[config.mk]
export PLATFORM = sky130hd
export DESIGN_NAME = fsr_front
export DESIGN_NICKNAME = d
export VERILOG_FILES = /design/src/rtl/fsr_pkg.sv /design/src/rtl/fsr_front.sv
export SDC_FILE = /design/constraint.sdc
export NUM_CORES = 1
export LEC_CHECK = 0
export ABC_AREA = 1
export BUFFER_PORTS_ARGS = -buffer_cell sky130_fd_sc_hd__buf_2
export CAP_MARGIN = 30
export CORE_MARGIN = 2
export CORE_UTILIZATION = 43
export DETAILED_ROUTE_END_ITERATION = 8
export GPL_TIMING_DRIVEN = 0
export HOLD_SLACK_MARGIN = 0.12
export PLACE_DENSITY_LB_ADDON = 0.08
export SYNTH_ARGS = -nofsm -noshare
export SYNTH_HDL_FRONTEND = slang
export SYNTH_SLANG_ARGS = --single-unit
[constraint.sdc]
create_clock -name clk_i -period 2.16 [get_ports clk_i]
set_input_delay 0.108 -clock clk_i [delete_from_list [all_inputs] [get_ports clk_i]]
set_output_delay 0.108 -clock clk_i [all_outputs]
set_load 0.03 [all_outputs]
[src/rtl/fsr_pkg.sv]
package fsr_pkg;

  // Result codes
  typedef enum logic [2:0] {
    ST_ACCEPTED = 3'd0,
    ST_SESS_DONE = 3'd1,
    ST_OVERRUN = 3'd2,
    ST_MISMATCH = 3'd3,
    ST_DIRECT_DONE = 3'd4,
    ST_READ_DATA = 3'd5
  } status_e;

  // Work class decided by the front end
  typedef enum logic [1:0] {
    KIND_READ = 2'd0,
    KIND_DIRECT = 2'd1,
    KIND_SESSION = 2'd2
  } kind_e;

  localparam int unsigned TagW = 4;

  typedef struct packed {
    logic       req_type;
    logic       direct_mode;
    logic       start_session;
    logic [7:0] session_byte;
    logic [7:0] frag_len;
    logic [7:0] data_byte;
    logic       first_byte;
    logic       last_byte;
    logic [7:0] read_index;
    logic       read_direct;
  } in_item_t;

  typedef struct packed {
    logic [2:0]  status;
    logic [7:0]  read_data;
    logic [31:0] good_count;
    logic [31:0] bad_count;
    logic [31:0] error_count;
    logic [31:0] total_count;
    logic [31:0] notify_count;
  } out_item_t;

  // Classified transaction passed from front end to back end
  typedef struct packed {
    kind_e           kind;
    logic [7:0]      offset;     // byte position inside the fragment
    logic            below_len;  // offset < frag_len
    logic [7:0]      data;
    logic            first;
    logic            last;
    logic            start;
    logic [TagW-1:0] tag;
    logic [7:0]      frag_len;
    logic [7:0]      read_index;
    logic            read_direct;
  } cmd_t;

endpackage

[src/rtl/fsr_front.sv]
module fsr_front (
  input  logic              clk_i,
  input  logic              rst_ni,
  input  logic              in_valid_i,
  input  fsr_pkg::in_item_t in_item_i,
  input  logic              full_i,
  output logic              push_o,
  output fsr_pkg::cmd_t     cmd_o
);

  logic [7:0] off_q, off_d;
  logic [7:0] off_eff;

  assign push_o  = in_valid_i && !full_i;
  assign off_eff = in_item_i.first_byte ? 8'd0 : off_q;

  always_comb begin
    off_d = off_q;
    if (push_o && !in_item_i.req_type) begin
      off_d = (off_eff == 8'hFF) ? off_eff : off_eff + 8'd1;
    end
  end

  always_ff @(posedge clk_i or negedge rst_ni) begin
    if (!rst_ni) begin
      off_q <= 8'd0;
    end else begin
      off_q <= off_d;
    end
  end

  always_comb begin
    if (in_item_i.req_type) begin
      cmd_o.kind = fsr_pkg::KIND_READ;
    end else if (in_item_i.direct_mode) begin
      cmd_o.kind = fsr_pkg::KIND_DIRECT;
    end else begin
      cmd_o.kind = fsr_pkg::KIND_SESSION;
    end
    cmd_o.offset      = off_eff;
    cmd_o.below_len   = off_eff < in_item_i.frag_len;
    cmd_o.data        = in_item_i.data_byte;
    cmd_o.first       = in_item_i.first_byte;
    cmd_o.last        = in_item_i.last_byte;
    cmd_o.start       = in_item_i.start_session;
    cmd_o.tag         = in_item_i.session_byte[7:4];
    cmd_o.frag_len    = in_item_i.frag_len;
    cmd_o.read_index  = in_item_i.read_index;
    cmd_o.read_direct = in_item_i.read_direct;
  end

endmodule

==> reports/metrics.yaml <==
sta:
  timing.setup.tns_ns: 0
  achievable-frequency_mhz: 553
  hold_violations: 0
  timing_worst_slew_pin_value_ns: 0.353
  min_period_over_period_pct: 83.8
  clock-skew-final_ns: 0.00563
  max_slew_margin_pct: 76.3
  slew_violations: 0
  rsz_0062_raised_after_global_routing: "no"
  timing.final.crit_period_ns: 1.81
  finalSetupViolations: 0
global_route:
  globalRoute.totalOverflow: 0
  initial_antenna_violation_count: 0
  via_count_of_the_first_global_routing_pass: 880
  track_usage_pct: 16.0
  grt_start_max_net_pins: 11
  wire_length_of_the_first_global_routing_pass_mm: 3.44
final_layout:
  area_growth_pct: 32.8
  biggestRegsByFlops: "off_q (8)"
  design.final.nets: 271
  most-common-layout-cells: "buf_2, nand2_1, buf_4"
  layout.cell_area.non_filler_um2: 1460
  largest_register_ff_count: 8
  share_of_cells_above_drive_strength_1_pct: 51.4
  registers.top_by_ff_count: "off_q"
  antenna_cells_inserted: 0
  layout.cells.most_common: "buf_2"
setup_path:
  worstSetupEndpointType: "output port"
  worst_ep_arrival_time_ns: 1.70
  r2r-start: "off_q[1]"
  setup.reg_to_reg.worst_slack_ns: 0.58
  crit_path_start_kind: "flip-flop"
  critical_path_peak_fanout: 4
  ff2ff_path_depth: 10
  worst-setup-path-type: "reg -> out"
  worst_ep_required_time_ns: 2.05
  crit_reg_reg_endpoint: "off_q[1]"
clocking:
  num_cts_buffers: 3
  h-tree-depth: 1
  post_cts.repair.setup_buffers: 0
  clk_root_buffer_cell: "clkbuf_4"
  clock_sinks: 8
  clk_path_buf_depth: 2
  tritoncts: "yes"
  post_cts_resize_count: 0
  worst_skew_pair.late_latency_ns: 0.25
  clk_pin_slew_worst_paths_ns: 0.05
pwr:
  power.ir.vdd_worst_uv: 390
  leakagePower_nw: 0.908
  pd_cells_nw_per_um2: 460
routing:
  drt-vias-per-instance: 4.41
  top_routing_layer_in_use: "met4"
  vias: 1102
  wl_met1_um: 933
  drcViolationCount: 0
  detail_route.first_pass.iterations: 4
  drt_iter0_drc: 24
  wire_per_inst_um: 9.16
  wl_met2_mm: 1.15
  routed-wl-met3_um: 179
  route.antenna.remaining_nets: 0
  postRouteWirelength_mm: 2.29
floorplanning:
  core-area_um2: 2450
  initial_utilization_pct: 44.8
  top_level_ports: 86
  die_height_um: 54.5
  die-area_um2: 2980
  die_x_um: 54.5
  std_cell_rows: 18
placement:
  port_buffers: 58
  globalplace.congestion: 0.824
  post_dp_area_um2: 1430
  hpwlAfterDp_mm: 2.01
synthesis:
  synth.cell_area_um2: 1100
  syn_area_per_cell_um2: 6.95
  ys_warn_count: 0
  post_synth_num_cell_types: 26
  ys_ff_latch: 8
  synth-seq-area-share_pct: 18.2
  synth.net_count: 207
  number_of_cells_produced_by_synthesis: 158
outcome:
  status: "finished, final reports clean"
hold_path:
  hold_path.class: "in -> async"
run:
  number_of_maximum_capacitance_constraint_violations: 0
## worst max-delay path: stages, from the launching register on
cell     delay, ns
dfrtp_1       0.41
nand2_1       0.09
inv_1         0.07
ha_1          0.29
a31oi_1       0.17
nand2_1       0.08
a21oi_1       0.12
buf_2         0.21
## through the flow
step           power (mW)  setup WS, ns  hold slack [ns]  instances  utilization [%]
6_report            0.671         0.351            0.215        250             59.4
5_1_grt             0.734         0.191            0.228        250             59.4
4_1_cts             0.681         0.344            0.216        250             59.4
3_5_place_dp        0.563         0.574          -0.0412        246             58.1
3_3_place_gp        0.560         0.590          -0.0422        246             58.1
2_1_floorplan       0.472         0.144           -0.188        158                -
## Yosys cell counts
cell / count / area share (%)
nand3_1: 9 / 4.1
a31oi_1: 1 / 0.57
nand4_1: 2 / 1.1
nor3_1: 1 / 0.46
buf_4: 32 / 22
inv_4: 1 / 0.57
nor2_1: 10 / 3.4
nor3_2: 1 / 0.91
nor2_8: 1 / 1.8
a21oi_1: 3 / 1.4
o21ai_0: 3 / 1.4
dfrtp_1: 8 / 18
ha_1: 7 / 8.0
inv_1: 22 / 7.5
o21bai_2: 1 / 1.0
or2_2: 2 / 1.1
nand2_2: 3 / 1.7
xor2_2: 1 / 1.5
nand3_4: 1 / 1.6
nand2_4: 2 / 2.0
nand3_2: 1 / 0.91
nor2_4: 2 / 2.0
clkbuf_8: 1 / 1.3
nand2_1: 39 / 13
o21ai_1: 1 / 0.46
nor2_2: 3 / 1.7
## cell families (layout without fill, tap and decap cells)
family | count (synthesis) | in the layout | share of synthesized area [%]
simple gates | 77 | 77 | 36.3
xor+xnor | 1 | 1 | 1.48
fa+ha+maj | 7 | 7 | 7.97
buf+inv | 56 | 118 | 31.2
compound gates | 9 | 9 | 4.78
flops | 8 | 8 | 18.2
## routing by layer
layer / global-route usage [%] / vias to the layer above
met5: 0 / -
met4: 5.00 / 0
met3: 2.46 / 5
met2: 28.5 / 42
met1: 19.5 / 472
li1: - / 583
## how the worst max path moves through the flow
stage	slack, ns	startpoint	to
after floorplan	0.14	off_q[5]	cmd_o[32]
after global placement	0.59	off_q[1]	off_q[1]
after detailed placement	0.57	off_q[1]	off_q[1]
after CTS	0.34	off_q[3]	cmd_o[32]
after global routing	0.19	off_q[3]	cmd_o[32]
final	0.35	off_q[3]	cmd_o[32]
## cell type report
cell class              instances  area (um2)
repair buffers                 59         300
clock buffers                   3        22.5
fillers                       228         996
plain buffers                  33         254
well taps                      30        37.5
multi-input cells              94         556
flip-flops and latches          8         200
inverters                      23        88.8
## power breakdown
part	internal (mW)	switching (mW)	leakage, nW	total [mW]
Clock	0.0634	0.0485	0.0138	0.112
Sequential	0.176	0.0252	0.106	0.201
Combinational	0.136	0.222	0.788	0.358
Total	0.375	0.296	0.908	0.671
## timing repair
action,4_1_cts,5_1_grt
endpoints found under the hold margin,8,0
hold buffers,1,0
setup endpoints to repair,0,0
Note: power is estimated with default switching activity, not from simulation.
