`config.mk`:
```
export PLATFORM = sky130hd
export DESIGN_NAME = fsr_back
export DESIGN_NICKNAME = d
export VERILOG_FILES = /design/src/rtl/fsr_pkg.sv /design/src/rtl/fsr_back.sv
export SDC_FILE = /design/constraint.sdc
export NUM_CORES = 2
export LEC_CHECK = 0
export ABC_AREA = 0
export BUFFER_PORTS_ARGS = -buffer_cell sky130_fd_sc_hd__buf_2
export CORE_UTILIZATION = 60
export CTS_CLUSTER_SIZE = 25
export DETAILED_ROUTE_END_ITERATION = 12
export PLACE_DENSITY = 0.77
export SLEW_MARGIN = 5
export SYNTH_ARGS = -nofsm -noshare
export SYNTH_HDL_FRONTEND = slang
export SYNTH_SLANG_ARGS = --single-unit
```
`constraint.sdc`:
```
create_clock -name clk_i -period 5.6 [get_ports clk_i]
set_clock_uncertainty 0.05 [all_clocks]
set_input_delay 1.12 -clock clk_i [delete_from_list [all_inputs] [get_ports clk_i]]
set_output_delay 1.12 -clock clk_i [all_outputs]
set_load 0.05 [all_outputs]
```
`src/rtl/fsr_pkg.sv`:
```
package fsr_pkg;

  // Result codes
  typedef enum logic [2:0] {
    ST_ACCEPTED = 3'd0,
    ST_SESS_DONE = 3'd1,
    ST_OVERRUN = 3'd2,
    ST_MISMATCH = 3'd3,
    ST_DIRECT_DONE = 3'd4,
    ST_READ_DATA = 3'd5
  } status_e;

  // Work class decided by the front end
  typedef enum logic [1:0] {
    KIND_READ = 2'd0,
    KIND_DIRECT = 2'd1,
    KIND_SESSION = 2'd2
  } kind_e;

  localparam int unsigned TagW = 4;

  typedef struct packed {
    logic       req_type;
    logic       direct_mode;
    logic       start_session;
    logic [7:0] session_byte;
    logic [7:0] frag_len;
    logic [7:0] data_byte;
    logic       first_byte;
    logic       last_byte;
    logic [7:0] read_index;
    logic       read_direct;
  } in_item_t;

  typedef struct packed {
    logic [2:0]  status;
    logic [7:0]  read_data;
    logic [31:0] good_count;
    logic [31:0] bad_count;
    logic [31:0] error_count;
    logic [31:0] total_count;
    logic [31:0] notify_count;
  } out_item_t;

  // Classified transaction passed from front end to back end
  typedef struct packed {
    kind_e           kind;
    logic [7:0]      offset;     // byte position inside the fragment
    logic            below_len;  // offset < frag_len
    logic [7:0]      data;
    logic            first;
    logic            last;
    logic            start;
    logic [TagW-1:0] tag;
    logic [7:0]      frag_len;
    logic [7:0]      read_index;
    logic            read_direct;
  } cmd_t;

endpackage

```
`src/rtl/fsr_back.sv`:
```
module fsr_back #(
  parameter int unsigned RECORD_BYTES = 256
) (
  input  logic               clk_i,
  input  logic               rst_ni,
  input  logic               valid_i,
  input  fsr_pkg::cmd_t      cmd_i,
  output logic               pop_o,
  output logic               out_valid_o,
  input  logic               out_stall_i,
  output fsr_pkg::out_item_t out_item_o
);

  localparam int unsigned AddrW = (RECORD_BYTES > 1) ? $clog2(RECORD_BYTES) : 1;
  localparam logic [9:0]  RecW  = 10'(RECORD_BYTES);

  logic [7:0] sess_mem [RECORD_BYTES];
  logic [7:0] dir_mem  [RECORD_BYTES];

  logic [9:0]              fill_q, fill_d;
  logic [fsr_pkg::TagW-1:0] tag_q, tag_d;
  logic                    match_q, match_d;
  logic [31:0] good_q, good_d, bad_q, bad_d, err_q, err_d;
  logic [31:0] total_q, total_d, notify_q, notify_d;
  fsr_pkg::status_e status_q, status_d;
  logic out_valid_q;

  logic       we_sess, we_dir;
  logic [9:0] pos, grown, fill_eff;
  logic [fsr_pkg::TagW-1:0] tag_eff;
  logic       match_eff, start_now;

  logic       rd_ok_q, rd_dir_q;
  logic [7:0] sess_rd_q, dir_rd_q;

  assign pop_o = valid_i && (!out_valid_q || !out_stall_i);

  always_comb begin
    fill_d    = fill_q;
    tag_d     = tag_q;
    match_d   = match_q;
    good_d    = good_q;
    bad_d     = bad_q;
    err_d     = err_q;
    total_d   = total_q;
    notify_d  = notify_q;
    status_d  = fsr_pkg::ST_ACCEPTED;
    we_sess   = 1'b0;
    we_dir    = 1'b0;
    start_now = cmd_i.first && cmd_i.start;
    tag_eff   = start_now ? cmd_i.tag : tag_q;
    fill_eff  = start_now ? 10'd0 : fill_q;
    match_eff = cmd_i.first ? (cmd_i.tag == tag_eff) : match_q;
    pos       = fill_eff + {2'b00, cmd_i.offset};
    grown     = fill_eff + {2'b00, cmd_i.frag_len};
    unique case (cmd_i.kind)
      fsr_pkg::KIND_READ: begin
        status_d = fsr_pkg::ST_READ_DATA;
      end
      fsr_pkg::KIND_DIRECT: begin
        we_dir = cmd_i.below_len && ({2'b00, cmd_i.offset} < RecW);
        if (cmd_i.last) begin
          good_d   = good_q + 32'd1;
          total_d  = total_q + 32'd1;
          notify_d = notify_q + 32'd1;
          status_d = fsr_pkg::ST_DIRECT_DONE;
        end
      end
      fsr_pkg::KIND_SESSION: begin
        tag_d   = tag_eff;
        fill_d  = fill_eff;
        match_d = match_eff;
        if (match_eff) begin
          we_sess = cmd_i.below_len && (pos < RecW);
          if (cmd_i.last) begin
            if (grown >= RecW) begin
              total_d = total_q + 32'd1;
              if (grown == RecW) begin
                good_d   = good_q + 32'd1;
                notify_d = notify_q + 32'd1;
                status_d = fsr_pkg::ST_SESS_DONE;
              end else begin
                err_d    = err_q + 32'd1;
                bad_d    = bad_q + 32'd1;
                status_d = fsr_pkg::ST_OVERRUN;
              end
              tag_d  = '0;
              fill_d = 10'd0;
            end else begin
              fill_d = grown;
            end
          end
        end else begin
          status_d = fsr_pkg::ST_MISMATCH;
          if (cmd_i.last) begin
            err_d   = err_q + 32'd1;
            bad_d   = bad_q + 32'd1;
            total_d = total_q + 32'd1;
            tag_d   = '0;
            fill_d  = 10'd0;
          end
        end
      end
      default: begin
        status_d = fsr_pkg::ST_ACCEPTED;
      end
    endcase
  end

  // Stores: each popped transaction reads both stores and may write one
  always_ff @(posedge clk_i) begin
    if (pop_o && we_sess) begin
      sess_mem[pos[AddrW-1:0]] <= cmd_i.data;
    end
    if (pop_o) begin
      sess_rd_q <= sess_mem[cmd_i.read_index[AddrW-1:0]];
    end
  end

  always_ff @(posedge clk_i) begin
    if (pop_o && we_dir) begin
      dir_mem[cmd_i.offset[AddrW-1:0]] <= cmd_i.data;
    end
    if (pop_o) begin
      dir_rd_q <= dir_mem[cmd_i.read_index[AddrW-1:0]];
    end
  end

  always_ff @(posedge clk_i) begin
    if (pop_o) begin
      rd_ok_q  <= (cmd_i.kind == fsr_pkg::KIND_READ) &&
                  ({2'b00, cmd_i.read_index} < RecW);
      rd_dir_q <= cmd_i.read_direct;
      status_q <= status_d;
    end
  end

  always_ff @(posedge clk_i or negedge rst_ni) begin
    if (!rst_ni) begin
      out_valid_q <= 1'b0;
      fill_q      <= 10'd0;
      tag_q       <= '0;
      match_q     <= 1'b0;
      good_q      <= 32'd0;
      bad_q       <= 32'd0;
      err_q       <= 32'd0;
      total_q     <= 32'd0;
      notify_q    <= 32'd0;
    end else begin
      if (pop_o) begin
        out_valid_q <= 1'b1;
        fill_q      <= fill_d;
        tag_q       <= tag_d;
        match_q     <= match_d;
        good_q      <= good_d;
        bad_q       <= bad_d;
        err_q       <= err_d;
        total_q     <= total_d;
        notify_q    <= notify_d;
      end else if (!out_stall_i) begin
        out_valid_q <= 1'b0;
      end
    end
  end

  // Counters only move on a pop, so they always match the result on display
  assign out_valid_o             = out_valid_q;
  assign out_item_o.status       = status_q;
  assign out_item_o.read_data    = rd_ok_q ? (rd_dir_q ? dir_rd_q : sess_rd_q) : 8'd0;
  assign out_item_o.good_count   = good_q;
  assign out_item_o.bad_count    = bad_q;
  assign out_item_o.error_count  = err_q;
  assign out_item_o.total_count  = total_q;
  assign out_item_o.notify_count = notify_q;

endmodule

```
==> results.json <==
{
  "io-pin-count": 220,
  "hpwl_um": 257000,
  "grt_max_degree": 194,
  "grt_pass1_wl_um": 667000,
  "holdCritPathClass": "in2async",
  "drt-initial-drc-count": 14134,
  "start_util": 0.605,
  "r2r_end": "sess_mem[145][2]$_DFFE_PP_",
  "r2r_slack_ps": 260,
  "drt-pass1-iter-count": 8,
  "setup.worst_path.class": "in2reg",
  "relSlewSlack": 0.0707,
  "status": "completed",
  "cts_setup_buffers": 0,
  "power.density_mw_per_mm2": 360,
  "rows": 194,
  "finalNetCount": 8416,
  "syn-cell-area_mm2": 0.169,
  "cp-start-kind": "input pin",
  "rsz0062_at_grt": "no",
  "netlist.top_cell.by_area": "edfxtp_1",
  "synthTopCellsByArea": "edfxtp_1, mux4_2, dfrtp_1",
  "place_area_mm2": 0.179,
  "crit_chain": "buf_2 -> nand2_1 -> and2_1 -> ha_1 -> fa_1 -> maj3_1 -> o21ai_0 -> o21ai_1 -> a2bb2oi_1 -> xor2_1 -> buf_4 -> and2_0 -> buf_12 -> buf_4 -> nand2_1 -> buf_4 -> nor4_2",
  "peakVddDrop_mv": 0.278,
  "crit_family": "simple AND/OR/NAND/NOR gates",
  "ys_ff_latch": 4293,
  "dieArea_mm2": 0.285,
  "min_period_ps": 5410,
  "ant_nets": 0,
  "layout_commonest_cell": "edfxtp_1",
  "synth_nets": 7714,
  "drt_wl_total_um": 465000,
  "ys_async_sr_fraction": 0.0410,
  "die_y_um": 533,
  "grt_antenna_before_repair": 60,
  "clk_pin_slew_ps": 60,
  "critPathMaxFanout": 14,
  "hold_buffers": 0,
  "yosys.area_share.simple": 0.0293,
  "final_cell_mix": "edfxtp_1, mux4_2, buf_4, clkbuf_16, nor2_1",
  "area_growth_pct": 13.7,
  "cp.buffers_inverters": 5,
  "yosysWarnings": 0,
  "post-route-cell-area_mm2": 0.193,
  "synth_fa_ha_area_frac": 0.00149,
  "final_hold_viol_count": 0,
  "timing.rr.start": "fill_q[0]$_DFFE_PN0P_",
  "clock_latency_ps": 930,
  "synth_edf_count": 4117,
  "seq_area_frac_synth": 0.756,
  "cts-root-buf": "clkbuf_16",
  "report.final.slew_viol_count": 0,
  "slowest_delay_ps": 790,
  "drc": 0,
  "synthXorXnorAreaFrac": 0.00979,
  "fin_crit_sh": 0.967,
  "tritoncts": "done",
  "gp_congestion": 0.905,
  "cts_resized": 0,
  "die_w_um": 533,
  "drv_cap": 0,
  "cts_sinks": 4293,
  "worstRegToRegCells": 15,
  "cpMaxStageDelayCell": "nor4_2",
  "arrival_ps": 5900,
  "drive_gt1_frac": 0.321,
  "viasPerCell": 7.19,
  "synth-main-ff-cell": "edfxtp_1",
  "htreeDepth": 5,
  "vias": 89432,
  "grt_use_total": 0.330,
  "synth.top_cell.area_share": 0.730,
  "synth_cells": 7649,
  "whs_ps": 276,
  "met2_length_um": 222000,
  "worstMarginPinSlew_ps": 1380,
  "clock.fmax_mhz": 185,
  "overflow": 0,
  "coreArea_mm2": 0.280,
  "clock_path_buffers": 4,
  "synth-compound-area-share": 0.0101,
  "crit_required_ps": 6080,
  "end_kind": "flip-flop",
  "crit_path_frequent_cell": "buf_4",
  "grt_pass1_vias": 89429,
  "syn_avg_cell_area_um2": 22.2,
  "muxShareOfSynthArea": 0.182,
  "critical_path_depth": 17,
  "ys_types": 79,
  "setup_viol": 0,
  "wl_met1_um": 158000,
  "fin_util": 0.688,
  "wl_per_cell_um": 37.4,
  "numCtsBuffers": 411,
  "routed-wl-met3_um": 63400,
  "port_buffers": 219,
  "p_leak_nw": 61.9,
  "synth_top_family_by_area": "multiplexers",
  "routed.top_layer": "met5"
}
-- how the worst max path moves through the flow --
stage,from,end
after global routing,cmd_i[23],sess_mem[151][5]$_DFFE_PP_
after detailed placement,cmd_i[23],sess_mem[145][2]$_DFFE_PP_
after floorplan,cmd_i[23],sess_mem[57][0]$_DFFE_PP_
after CTS,cmd_i[23],sess_mem[145][6]$_DFFE_PP_
after global placement,cmd_i[23],sess_mem[29][2]$_DFFE_PP_
final,cmd_i[23],sess_mem[145][2]$_DFFE_PP_
-- routing by layer --
| metal | up-vias | GRT usage |
|---|---|---|
| li1 | 33763 | - |
| met1 | 46371 | 0.447 |
| met2 | 7875 | 0.520 |
| met3 | 1351 | 0.0917 |
| met4 | 72 | 0.124 |
| met5 | - | 0 |
-- report_power, final --
group          switching (mW)  internal (mW)
sequential              0.124           35.3
combinational            3.64           1.89
clock                    12.4           16.0
total                    16.1           53.2
-- cell families (layout without fill, tap and decap cells) --
family                   Yosys count  after routing
other                              0             23
adder cells (fa/ha/maj)           20             20
AND/OR/NAND/NOR                 1046           1046
XOR/XNOR                         187            187
flip-flops                      4293           4293
multiplexers                    1373           1373
buffers and inverters            510           1550
AO/OA/AOI/OAI                    220            220
-- flip-flops by register name, summed over array words and instances (netlist names) --
name / cells
out_valid_o: 1
sess_mem: 2048
rd_ok_q: 1
status_q: 3
sess_rd_q: 8
total_q: 32
err_q: 32
tag_q: 4
bad_q: 32
dir_rd_q: 8
dir_mem: 2048
fill_q: 10
match_q: 1
notify_q: 32
rd_dir_q: 1
good_q: 32
-- synthesized netlist by cell type (14+ instances only) --
master,n
a2111oi_0,16
a211oi_1,71
a21oi_1,30
and2_1,24
and3_1,44
buf_1,66
buf_2,77
clkbuf_1,323
dfrtp_1,176
edfxtp_1,4117
ha_1,17
inv_1,28
mux4_2,1360
nand2_1,135
nand3_1,176
nand4_1,24
nor2_1,311
nor2b_1,15
nor3_1,247
nor4_1,27
o21ai_0,14
xnor2_1,70
xor2_1,115
-- cell type report --
cell class / count / area [um^2]
timing repair buffer: 771 / 6700
fill: 15498 / 87500
tap: 3724 / 4660
clock inverter: 259 / 2740
clock buffer: 492 / 10800
sequential: 4293 / 128000
multi-input combinational: 2846 / 39600
antenna: 23 / 57.6
inverter: 28 / 105
-- metrics by stage --
stage          total power, mW  instances  setup slack (ps)  setup TNS (ps)
2_1_floorplan             38.8       7649              29.0               0
3_3_place_gp              41.2      11662              -474          -67730
3_5_place_dp              41.4      11662              -466          -75090
4_1_cts                   69.3      12413               414               0
5_1_grt                   70.6      12416              47.7               0
6_report                  69.3      12436               187               0
Note: power is estimated with default switching activity, not from simulation.
