`config.mk`:
```
export PLATFORM = sky130hd
export DESIGN_NAME = fsr_queue
export DESIGN_NICKNAME = d
export VERILOG_FILES = /design/src/rtl/fsr_pkg.sv /design/src/rtl/fsr_queue.sv
export SDC_FILE = /design/constraint.sdc
export NUM_CORES = 1
export LEC_CHECK = 0
export BUFFER_PORTS_ARGS = -buffer_cell sky130_fd_sc_hd__buf_4
export CAP_MARGIN = 20
export CORE_MARGIN = 4
export CORE_UTILIZATION = 56
export CTS_CLUSTER_DIAMETER = 40
export CTS_CLUSTER_SIZE = 30
export DETAILED_ROUTE_END_ITERATION = 8
export PLACE_DENSITY = 0.84
export SYNTH_ARGS = -nofsm -noshare
export SYNTH_HDL_FRONTEND = slang
export SYNTH_SLANG_ARGS = --single-unit
export TNS_END_PERCENT = 50
```
`constraint.sdc`:
```
create_clock -name clk_i -period 8.4 [get_ports clk_i]
set_input_delay 0.42 -clock clk_i [delete_from_list [all_inputs] [get_ports clk_i]]
set_output_delay 0.42 -clock clk_i [all_outputs]
set_load 0.01 [all_outputs]
```
`src/rtl/fsr_pkg.sv`:
```
package fsr_pkg;

  // Result codes
  typedef enum logic [2:0] {
    ST_ACCEPTED = 3'd0,
    ST_SESS_DONE = 3'd1,
    ST_OVERRUN = 3'd2,
    ST_MISMATCH = 3'd3,
    ST_DIRECT_DONE = 3'd4,
    ST_READ_DATA = 3'd5
  } status_e;

  // Work class decided by the front end
  typedef enum logic [1:0] {
    KIND_READ = 2'd0,
    KIND_DIRECT = 2'd1,
    KIND_SESSION = 2'd2
  } kind_e;

  localparam int unsigned TagW = 4;

  typedef struct packed {
    logic       req_type;
    logic       direct_mode;
    logic       start_session;
    logic [7:0] session_byte;
    logic [7:0] frag_len;
    logic [7:0] data_byte;
    logic       first_byte;
    logic       last_byte;
    logic [7:0] read_index;
    logic       read_direct;
  } in_item_t;

  typedef struct packed {
    logic [2:0]  status;
    logic [7:0]  read_data;
    logic [31:0] good_count;
    logic [31:0] bad_count;
    logic [31:0] error_count;
    logic [31:0] total_count;
    logic [31:0] notify_count;
  } out_item_t;

  // Classified transaction passed from front end to back end
  typedef struct packed {
    kind_e           kind;
    logic [7:0]      offset;     // byte position inside the fragment
    logic            below_len;  // offset < frag_len
    logic [7:0]      data;
    logic            first;
    logic            last;
    logic            start;
    logic [TagW-1:0] tag;
    logic [7:0]      frag_len;
    logic [7:0]      read_index;
    logic            read_direct;
  } cmd_t;

endpackage

```
`src/rtl/fsr_queue.sv`:
```
module fsr_queue (
  input  logic          clk_i,
  input  logic          rst_ni,
  input  logic          push_i,
  input  fsr_pkg::cmd_t cmd_i,
  output logic          full_o,
  input  logic          pop_i,
  output logic          valid_o,
  output fsr_pkg::cmd_t cmd_o
);

  localparam int unsigned Depth = 2;

  fsr_pkg::cmd_t entry_q [Depth];
  logic       wr_ptr_q, rd_ptr_q;
  logic [1:0] cnt_q;

  assign full_o  = (cnt_q == 2'(Depth));
  assign valid_o = (cnt_q != 2'd0);
  assign cmd_o   = entry_q[rd_ptr_q];

  always_ff @(posedge clk_i) begin
    if (push_i) begin
      entry_q[wr_ptr_q] <= cmd_i;
    end
  end

  always_ff @(posedge clk_i or negedge rst_ni) begin
    if (!rst_ni) begin
      wr_ptr_q <= 1'b0;
      rd_ptr_q <= 1'b0;
      cnt_q    <= 2'd0;
    end else begin
      if (push_i) begin
        wr_ptr_q <= !wr_ptr_q;
      end
      if (pop_i) begin
        rd_ptr_q <= !rd_ptr_q;
      end
      case ({push_i, pop_i})
        2'b10:   cnt_q <= cnt_q + 2'd1;
        2'b01:   cnt_q <= cnt_q - 2'd1;
        default: cnt_q <= cnt_q;
      endcase
    end
  end

endmodule

```
==> impl_metrics.ini, run 1 <==
[logic_synthesis]
synth_cells = 150
async_flop_share_pct = 4.44
synth_edf_count = 86
yosys-top-cells-count = edfxtp_1, mux2_4, buf_12, dfrtp_1, mux2_2
synthTopCellsByArea = edfxtp_1, mux2_4, dfrtp_1, buf_12, mux2_2
synthesis.nets = 198
synth.distinct_cells = 14
synth_ff_type = edfxtp_1
synth-seq-cells = 90
synth_top_area_cell = edfxtp_1
yosysWarningCount = 0
avgSynthCellArea_sq_um = 23.3
synth_top_cell_area_share_pct = 74.0
synth_seq_area_share_pct = 76.8
syn_area_sq_mm = 0.00349
yosysMostFrequentCell = edfxtp_1

[cts]
path_clk_slew_ns = 0.08
clock_sinks = 90
root_buffer = clkbuf_8
cts_tree = done
clock_latency_ns = 0.33
cts_resized = 0
clock_path_buffers = 2
htree_levels = 3
cts_buffers = 9

[critical_path]
crit_family = flip-flops
slowest_delay_ns = 0.78
critPathBufInv = 2
crit_chain = buf_4 -> mux2_2 -> buf_4
path_common_cell = buf_4
path_max_fanout = 24
crit_required_ns = 7.98
startpoint_type = register
arrival_ns = 2.17
critPathKind = reg -> out
worstSetupEndpointType = output port
slowest_stage = dfrtp_2

[layout]
nets = 298
diodes = 0
area_growth_pct = 25.6
utilization_pct = 73.2
drive_gt1_share_pct = 59.4
layout.cells.non_filler = 329
nFillCells = 368

[global_route]
grt_max_degree = 44
grt_pass1_wl_microns = 8110
grt_pass1_vias = 1707
grt_remaining_overflow = 0
grt_usage_pct = 14.8
antenna_found_initial = 0

[die]
die_h_microns = 87.0
io_pins = 92
die_x_microns = 87.0
rows = 28
start_util_pct = 58.3
die_area_sq_mm = 0.00756
coreArea_sq_mm = 0.00599

[timing]
clock_skew_ns = 0.0107
hold_viol = 0
grt_setup_unrepaired = no
tightest_slew_ns = 1.01
setup_tns_ns = 0
setup_viol = 0
slew-limit-headroom_pct = 32.3
fin_crit_sh_pct = 30.8
timing.fmax_mhz = 387
final.min_clock_period_ns = 2.59
slew_viol_final = 0

[hold_path]
hold_path_class = in -> reg

[drt]
route.detailed.drc = 0
vias = 1653
wl_microns = 5390
ant_nets = 0
drt_iter0_drc = 69
avgViaCountPerCell = 5.02
wl_per_cell_microns = 16.4
dr.pass1.iters = 4

[power_and_ir_drop]
ir_worst_vdd_uv = 162
powerDensity_mw_per_mm2 = 316
p_leak_nw = 1.77

[flow_run]
maxCapViolCount = 0

[place]
io_buffer_count = 91
dpl.cell_count = 313
routabilityCongestion = 0.797
dpl.hpwl_microns = 3830

[run_status]
status = finished, final reports clean
## power by group
group          switching [mW]  internal (mW)
clock                   0.128          0.133
combinational           0.196          0.281
sequential             0.0521          0.598
## cell type report
class / instances / area (sq um) / share of cell area, %
inverter: 1 / 3.75 / 0.0856
clock buffer: 10 / 128 / 2.91
tap: 75 / 93.8 / 2.14
sequential: 90 / 2680 / 61.2
multi-input combinational: 54 / 722 / 16.5
clock inverter: 5 / 46.3 / 1.06
timing repair buffer: 94 / 708 / 16.1
## repair_timing
action / 4_1_cts / 5_1_grt
hold buffers: 1 / 0
buffers inserted: 0 / 0
endpoints found under the hold margin: 4 / 0
## metal layers
metal	track usage [%]	part of all wire (%)	vias to the layer above
li1	-	-	782
met1	15.0	34	803
met2	27.9	57	59
met3	3.60	6.9	9
met4	7.08	1.9	0
met5	0	0	-
## final timing paths
| kind | to | slack, ns | startpoint | cells past startpoint |
|---|---|---|---|---|
| worst max-delay path | cmd_o[42] | 5.81 | rd_ptr_q$_DFFE_PN0P_ | 3 |
| worst min-delay path | rd_ptr_q$_DFFE_PN0P_ | 0.26 | pop_i | 2 |
| worst max register to register | entry_q[0][1]$_DFFE_PP_ | 6.65 | wr_ptr_q$_DFFE_PN0P_ | 2 |
| worst min register to register | cnt_q[1]$_DFFE_PN0P_ | 0.49 | cnt_q[1]$_DFFE_PN0P_ | 1 |
| max in group asynchronous | cnt_q[0]$_DFFE_PN0P_ | 7.87 | rst_ni | 2 |
| min in group asynchronous | wr_ptr_q$_DFFE_PN0P_ | 0.42 | rst_ni | 2 |
## per-stage QoR
step	worst slack (ns)	area (sq um)	total power, mW	hold WS, ns
2_1_floorplan	5.67	3490	0.982	0.124
5_1_grt	5.69	4390	1.46	0.241
3_3_place_gp	6.17	4200	1.13	0.218
3_5_place_dp	6.15	4200	1.15	0.219
4_1_cts	5.78	4390	1.41	0.249
6_report	5.81	4390	1.39	0.258
## state kept, by name, indices dropped and copies added (netlist names)
signal    cells
entry_q      86
rd_ptr_q      1
wr_ptr_q      1
cnt_q         2
## placed cells by master (no fill, tap or decap)
cell type	count
clkinv_1	3
ha_1	1
mux2_4	39
nor2b_1	1
dlygate4sd3_1	1
nor2_4	1
buf_4	93
mux2_2	4
xor2_1	3
xnor2_1	2
dfrtp_2	1
or2_2	1
nor2_1	1
and2_2	1
edfxtp_1	86
dfrtp_1	3
inv_1	1
clkinv_2	1
bufinv_16	1
clkbuf_1	1
clkbuf_8	9
## cell families after synthesis
kind of cell / after synthesis / synth area share [%]
AND/OR/NAND/NOR: 5 / 0.753
multiplexers: 43 / 18.1
XOR/XNOR: 5 / 1.25
adder cells (fa/ha/maj): 1 / 0.358
flip-flops: 90 / 76.8
buffers and inverters: 6 / 2.72
Power figures use the tool's default switching activity.
==> inputs of run 2 (changes only) <==
--- a/config.mk
+++ b/config.mk
@@ -8,11 +8,11 @@
 export BUFFER_PORTS_ARGS = -buffer_cell sky130_fd_sc_hd__buf_4
 export CAP_MARGIN = 20
 export CORE_MARGIN = 4
-export CORE_UTILIZATION = 56
+export CORE_UTILIZATION = 47
 export CTS_CLUSTER_DIAMETER = 40
 export CTS_CLUSTER_SIZE = 30
 export DETAILED_ROUTE_END_ITERATION = 8
-export PLACE_DENSITY = 0.84
+export PLACE_DENSITY = 0.75
 export SYNTH_ARGS = -nofsm -noshare
 export SYNTH_HDL_FRONTEND = slang
 export SYNTH_SLANG_ARGS = --single-unit
==> constraint.sdc (replaced) <==
create_clock -name clk_i -period 2.1 [get_ports clk_i]
set_input_delay 0.105 -clock clk_i [delete_from_list [all_inputs] [get_ports clk_i]]
set_output_delay 0.105 -clock clk_i [all_outputs]
set_load 0.01 [all_outputs]
==> run 2 against run 1 <==
Compared with the run above: clock skew fell by 0.0035 ns; power grew to 4.0 times the previous value; critical path type unchanged; utilization decreased by 5.8 points.
==> impl_metrics.ini, run 2 (synthesis gave the netlist of run 1 again) <==
[die]
rows = 31
start_util_pct = 48.1
io_pins = 92
coreArea_sq_mm = 0.00725
die_area_sq_mm = 0.00887
die_x_microns = 94.2
die_h_microns = 94.2

[global_route]
grt_usage_pct = 14.8
grt_remaining_overflow = 0
grt_pass1_vias = 1996
grt_pass1_wl_microns = 9710
antenna_found_initial = 0
grt_max_degree = 29

[cts]
htree_levels = 3
holdBufCountCts = 46
cts_buffers = 9
path_clk_slew_ns = 0.08
root_buffer = clkbuf_8
clock_sinks = 90
clock_latency_ns = 0.34
cts_resized = 0
post_cts_buffers = 0
cts_tree = done
clock_path_buffers = 2

[timing]
setup_tns_ns = 0
final.min_clock_period_ns = 1.75
fin_crit_sh_pct = 83.6
slew_viol_final = 0
hold_viol = 0
grt_setup_unrepaired = no
slew-limit-headroom_pct = 69.5
timing.fmax_mhz = 570
tightest_slew_ns = 0.458
setup_viol = 0
clock_skew_ns = 0.00719

[place]
io_buffer_count = 91
routabilityCongestion = 0.699
dpl.hpwl_microns = 3900
dpl_cell_area_sq_mm = 0.00427

[critical_path]
path_max_fanout = 25
timing.rr.end = entry_q[1][13]$_DFFE_PP_
worstSetupEndpointType = output port
worstRegToRegCells = 2
arrival_ns = 1.65
critPathKind = reg -> out
crit_required_ns = 2.00
startpoint_type = register
timing.reg2reg.setup_slack_ns = 0.64
r2r_start = wr_ptr_q$_DFFE_PN0P_

[layout]
nets = 346
nFillCells = 474
largest_reg_flops = 86
mostFrequentLayoutCells = buf_4, edfxtp_1, dlygate4sd3_1, mux2_4, clkbuf_8
postLayoutCellArea_sq_mm = 0.00489
diodes = 0
largestRegisters = entry_q (86), cnt_q (2)
layout_commonest_cell = buf_4
regMostFlops = entry_q
drive_gt1_share_pct = 51.7
area_growth_pct = 40.0

[hold_path]
hold_path_class = in -> async

[drt]
wl_microns = 6170
ant_nets = 0
dr.pass1.iters = 4
drt_iter0_drc = 52
avgViaCountPerCell = 4.53
vias = 1815
route.detailed.drc = 0
wl_per_cell_microns = 15.4

[power_and_ir_drop]
p_leak_nw = 1.97
ir_worst_vdd_uv = 647
powerDensity_mw_per_mm2 = 1140

[run_status]
status = finished, final reports clean

[flow_run]
maxCapViolCount = 0
run 2: routing by layer:
layer	global-route usage [%]	routed length, microns
met1	17.9	2470
met3	4.65	405
met2	25.5	3240
met5	0	0
met4	3.97	53
run 2: per-stage QoR:
| stage | total power, mW | cells | hold slack (ns) | util (%) | setup slack [ns] |
|---|---|---|---|---|---|
| 2_1_floorplan | 3.93 | 150 | -0.191 | - | 0.150 |
| 3_3_place_gp | 4.60 | 340 | -0.0912 | 58.8 | 0.690 |
| 3_5_place_dp | 4.64 | 340 | -0.0895 | 58.8 | 0.646 |
| 4_1_cts | 5.66 | 401 | 0.0861 | 67.4 | 0.329 |
| 5_1_grt | 5.89 | 401 | 0.0879 | 67.4 | 0.261 |
| 6_report | 5.59 | 401 | 0.102 | 67.4 | 0.345 |
run 2: report_power, final:
| group | leakage (nW) | total (mW) | internal, mW | switching (mW) |
|---|---|---|---|---|
| Combinational | 1.04 | 2.14 | 1.21 | 0.926 |
| Clock | 0.0758 | 0.959 | 0.419 | 0.540 |
| Sequential | 0.853 | 2.49 | 2.39 | 0.107 |
| Total | 1.97 | 5.59 | 4.02 | 1.57 |
run 2: area by class of cell:
type                            count  area (sq um)  share of cell area [%]
Clock buffer                       10           128                    2.61
Clock inverter                      5          32.5                   0.666
Tap cell                           99           124                    2.53
Sequential cell                    90          2680                    54.9
Inverter                            1          3.75                  0.0768
Multi-Input combinational cell     54           722                    14.8
Timing Repair Buffer              142          1190                    24.4
run 2: critical path: stages, from the launching register on:
cell	delay [ns]
dfrtp_2	0.36
buf_4	0.40
mux2_2	0.40
buf_4	0.15
run 2: how the worst max path moves through the flow:
stage | from | slack, ns | endpoint
2_1_floorplan | wr_ptr_q$_DFFE_PN0P_ | 0.15 | entry_q[0][0]$_DFFE_PP_
3_3_place_gp | wr_ptr_q$_DFFE_PN0P_ | 0.69 | entry_q[1][30]$_DFFE_PP_
3_5_place_dp | wr_ptr_q$_DFFE_PN0P_ | 0.65 | entry_q[1][10]$_DFFE_PP_
4_1_cts | rd_ptr_q$_DFFE_PN0P_ | 0.33 | cmd_o[40]
5_1_grt | rd_ptr_q$_DFFE_PN0P_ | 0.26 | cmd_o[40]
6_report | rd_ptr_q$_DFFE_PN0P_ | 0.35 | cmd_o[40]
==> inputs of run 3 (changes only) <==
==> constraint.sdc (replaced) <==
create_clock -name clk_i -period 1.55 [get_ports clk_i]
set_input_delay 0.0775 -clock clk_i [delete_from_list [all_inputs] [get_ports clk_i]]
set_output_delay 0.0775 -clock clk_i [all_outputs]
set_load 0.01 [all_outputs]
==> run 3 against run 2 <==
Compared with the run above: design area increased by 4.8%; routed wire length increased by 8.9%; critical path depth unchanged; flip-flop and latch count unchanged; sequential power increased by 37%; non-clock buffer count increased by 4; global-route usage increased by 1.2 points; hold slack got worse by 0.031 ns; worst setup slack got worse by 0.32 ns; largest cell class unchanged; largest power group unchanged; highest routed layer unchanged.
==> impl_metrics.ini, run 3 (synthesis gave the netlist of run 1 again) <==
[timing]
slew-limit-headroom_pct = 84.0
final.min_clock_period_ns = 1.53
fin_crit_sh_pct = 98.5
hold_viol = 0
slew_viol_final = 0
setup_tns_ns = 0
timing.fmax_mhz = 655
hold_ws_ns = 0.0706
grt_setup_unrepaired = yes
clock_skew_ns = 0.00446
setup_viol = 0
tightest_slew_ns = 0.240

[critical_path]
crit_required_ns = 1.47
critPathKind = reg -> out
path_max_fanout = 10
arrival_ns = 1.45
startpoint_type = register
worstSetupEndpointType = output port

[drt]
drt_iter0_drc = 47
route.detailed.drc = 0
vias = 1875
wl_per_cell_microns = 16.6
dr.pass1.iters = 4
avgViaCountPerCell = 4.62
ant_nets = 0
wl_microns = 6720

[global_route]
grt_usage_pct = 16.0
antenna_found_initial = 0
grt_pass1_wl_microns = 10500
grt_remaining_overflow = 0
grt_max_degree = 19
grt_pass1_vias = 2119

[layout]
largestRegisters = entry_q (86), cnt_q (2)
area_growth_pct = 46.7
layout_commonest_cell = edfxtp_1
mostFrequentLayoutCells = edfxtp_1, buf_4, dlygate4sd3_1, mux2_4, buf_6
nets = 350
regMostFlops = entry_q
largest_reg_flops = 86
drive_gt1_share_pct = 51.8
diodes = 0

[die]
coreArea_sq_mm = 0.00725
die_area_sq_mm = 0.00887
start_util_pct = 48.1
die_h_microns = 94.2
rows = 31
io_pins = 92
die_x_microns = 94.2

[cts]
path_clk_slew_ns = 0.08
htree_levels = 3
post_cts_buffers = 0
clock_latency_ns = 0.35
root_buffer = clkbuf_8
cts_tree = done
clock_sinks = 90
cts_buffers = 9
clock_path_buffers = 2

[power_and_ir_drop]
p_leak_nw = 2.08
powerDensity_mw_per_mm2 = 1640
ir_worst_vdd_uv = 986

[run_status]
status = finished, final reports clean

[place]
routabilityCongestion = 0.679
io_buffer_count = 91
dpl.hpwl_microns = 4150

[flow_run]
maxCapViolCount = 0

[hold_path]
hold_path_class = in -> async
-- run 3: layer usage --
metal / track usage [%] / wire length [microns] / share of wire, % / vias up
met1: 18.0 / 2610 / 39 / 906
met3: 5.05 / 476 / 7.1 / 6
li1: - / - / - / 890
met4: 5.78 / 46 / 0.68 / 0
met5: 0 / 0 / 0 / -
met2: 28.4 / 3590 / 53 / 73
-- run 3: worst max-delay path: stages (launching register included) --
cell     delay (ns)
dfrtp_2        0.44
buf_6          0.20
mux2_4         0.32
buf_4          0.15
-- run 3: layout make-up --
type,instances,area [sq um]
Sequential cell,90,2680
Fill cell,466,2130
Timing Repair Buffer,146,1360
Multi-Input combinational cell,54,737
Clock buffer,14,153
Tap cell,99,124
Clock inverter,2,60.1
Inverter,1,3.75
-- run 3: final timing paths --
| check | startpoint | to | slack, ns | depth (start not counted) |
|---|---|---|---|---|
| min in group clk_i | cmd_i[15] | entry_q[1][15]$_DFFE_PP_ | 0.46 | 2 |
| hold reg to reg | cnt_q[1]$_DFFE_PN0P_ | cnt_q[1]$_DFFE_PN0P_ | 0.51 | 1 |
| setup reg to reg | wr_ptr_q$_DFFE_PN0P_ | entry_q[1][6]$_DFFE_PP_ | 0.37 | 2 |
| setup / recovery | rd_ptr_q$_DFFE_PN0P_ | cmd_o[24] | 0.02 | 3 |
| hold / removal | rst_ni | cnt_q[0]$_DFFE_PN0P_ | 0.07 | 2 |
| max in group asynchronous | rst_ni | rd_ptr_q$_DFFE_PN0P_ | 1.36 | 2 |
-- run 3: power by group --
part / internal, mW / leakage [nW] / total [mW] / switching [mW]
logic: 1.98 / 1.12 / 3.31 / 1.33
registers: 3.23 / 0.853 / 3.42 / 0.182
clock network: 0.957 / 0.105 / 1.70 / 0.740
total: 6.17 / 2.08 / 8.42 / 2.25
-- run 3: stage by stage --
step	util, %	power, mW	setup slack [ns]	cells	area (sq um)
global placement	59.4	6.32	0.378	344	4310
CTS	69.7	8.35	-0.0233	406	5060
detailed placement	59.4	6.39	0.337	344	4310
finish	70.6	8.42	0.0231	406	5120
floorplan	-	5.32	-0.320	150	3500
global route	70.6	8.83	-0.0420	406	5120
-- run 3: what timing repair did --
| action | in CTS | in global routing |
|---|---|---|
| hold endpoints to repair | 92 | 0 |
| resized for setup | 20 | 17 |
| setup endpoints to repair | 18 | 43 |
| gates cloned | 0 | 0 |
| hold buffers | 46 | 0 |
| pin swaps | 0 | 0 |
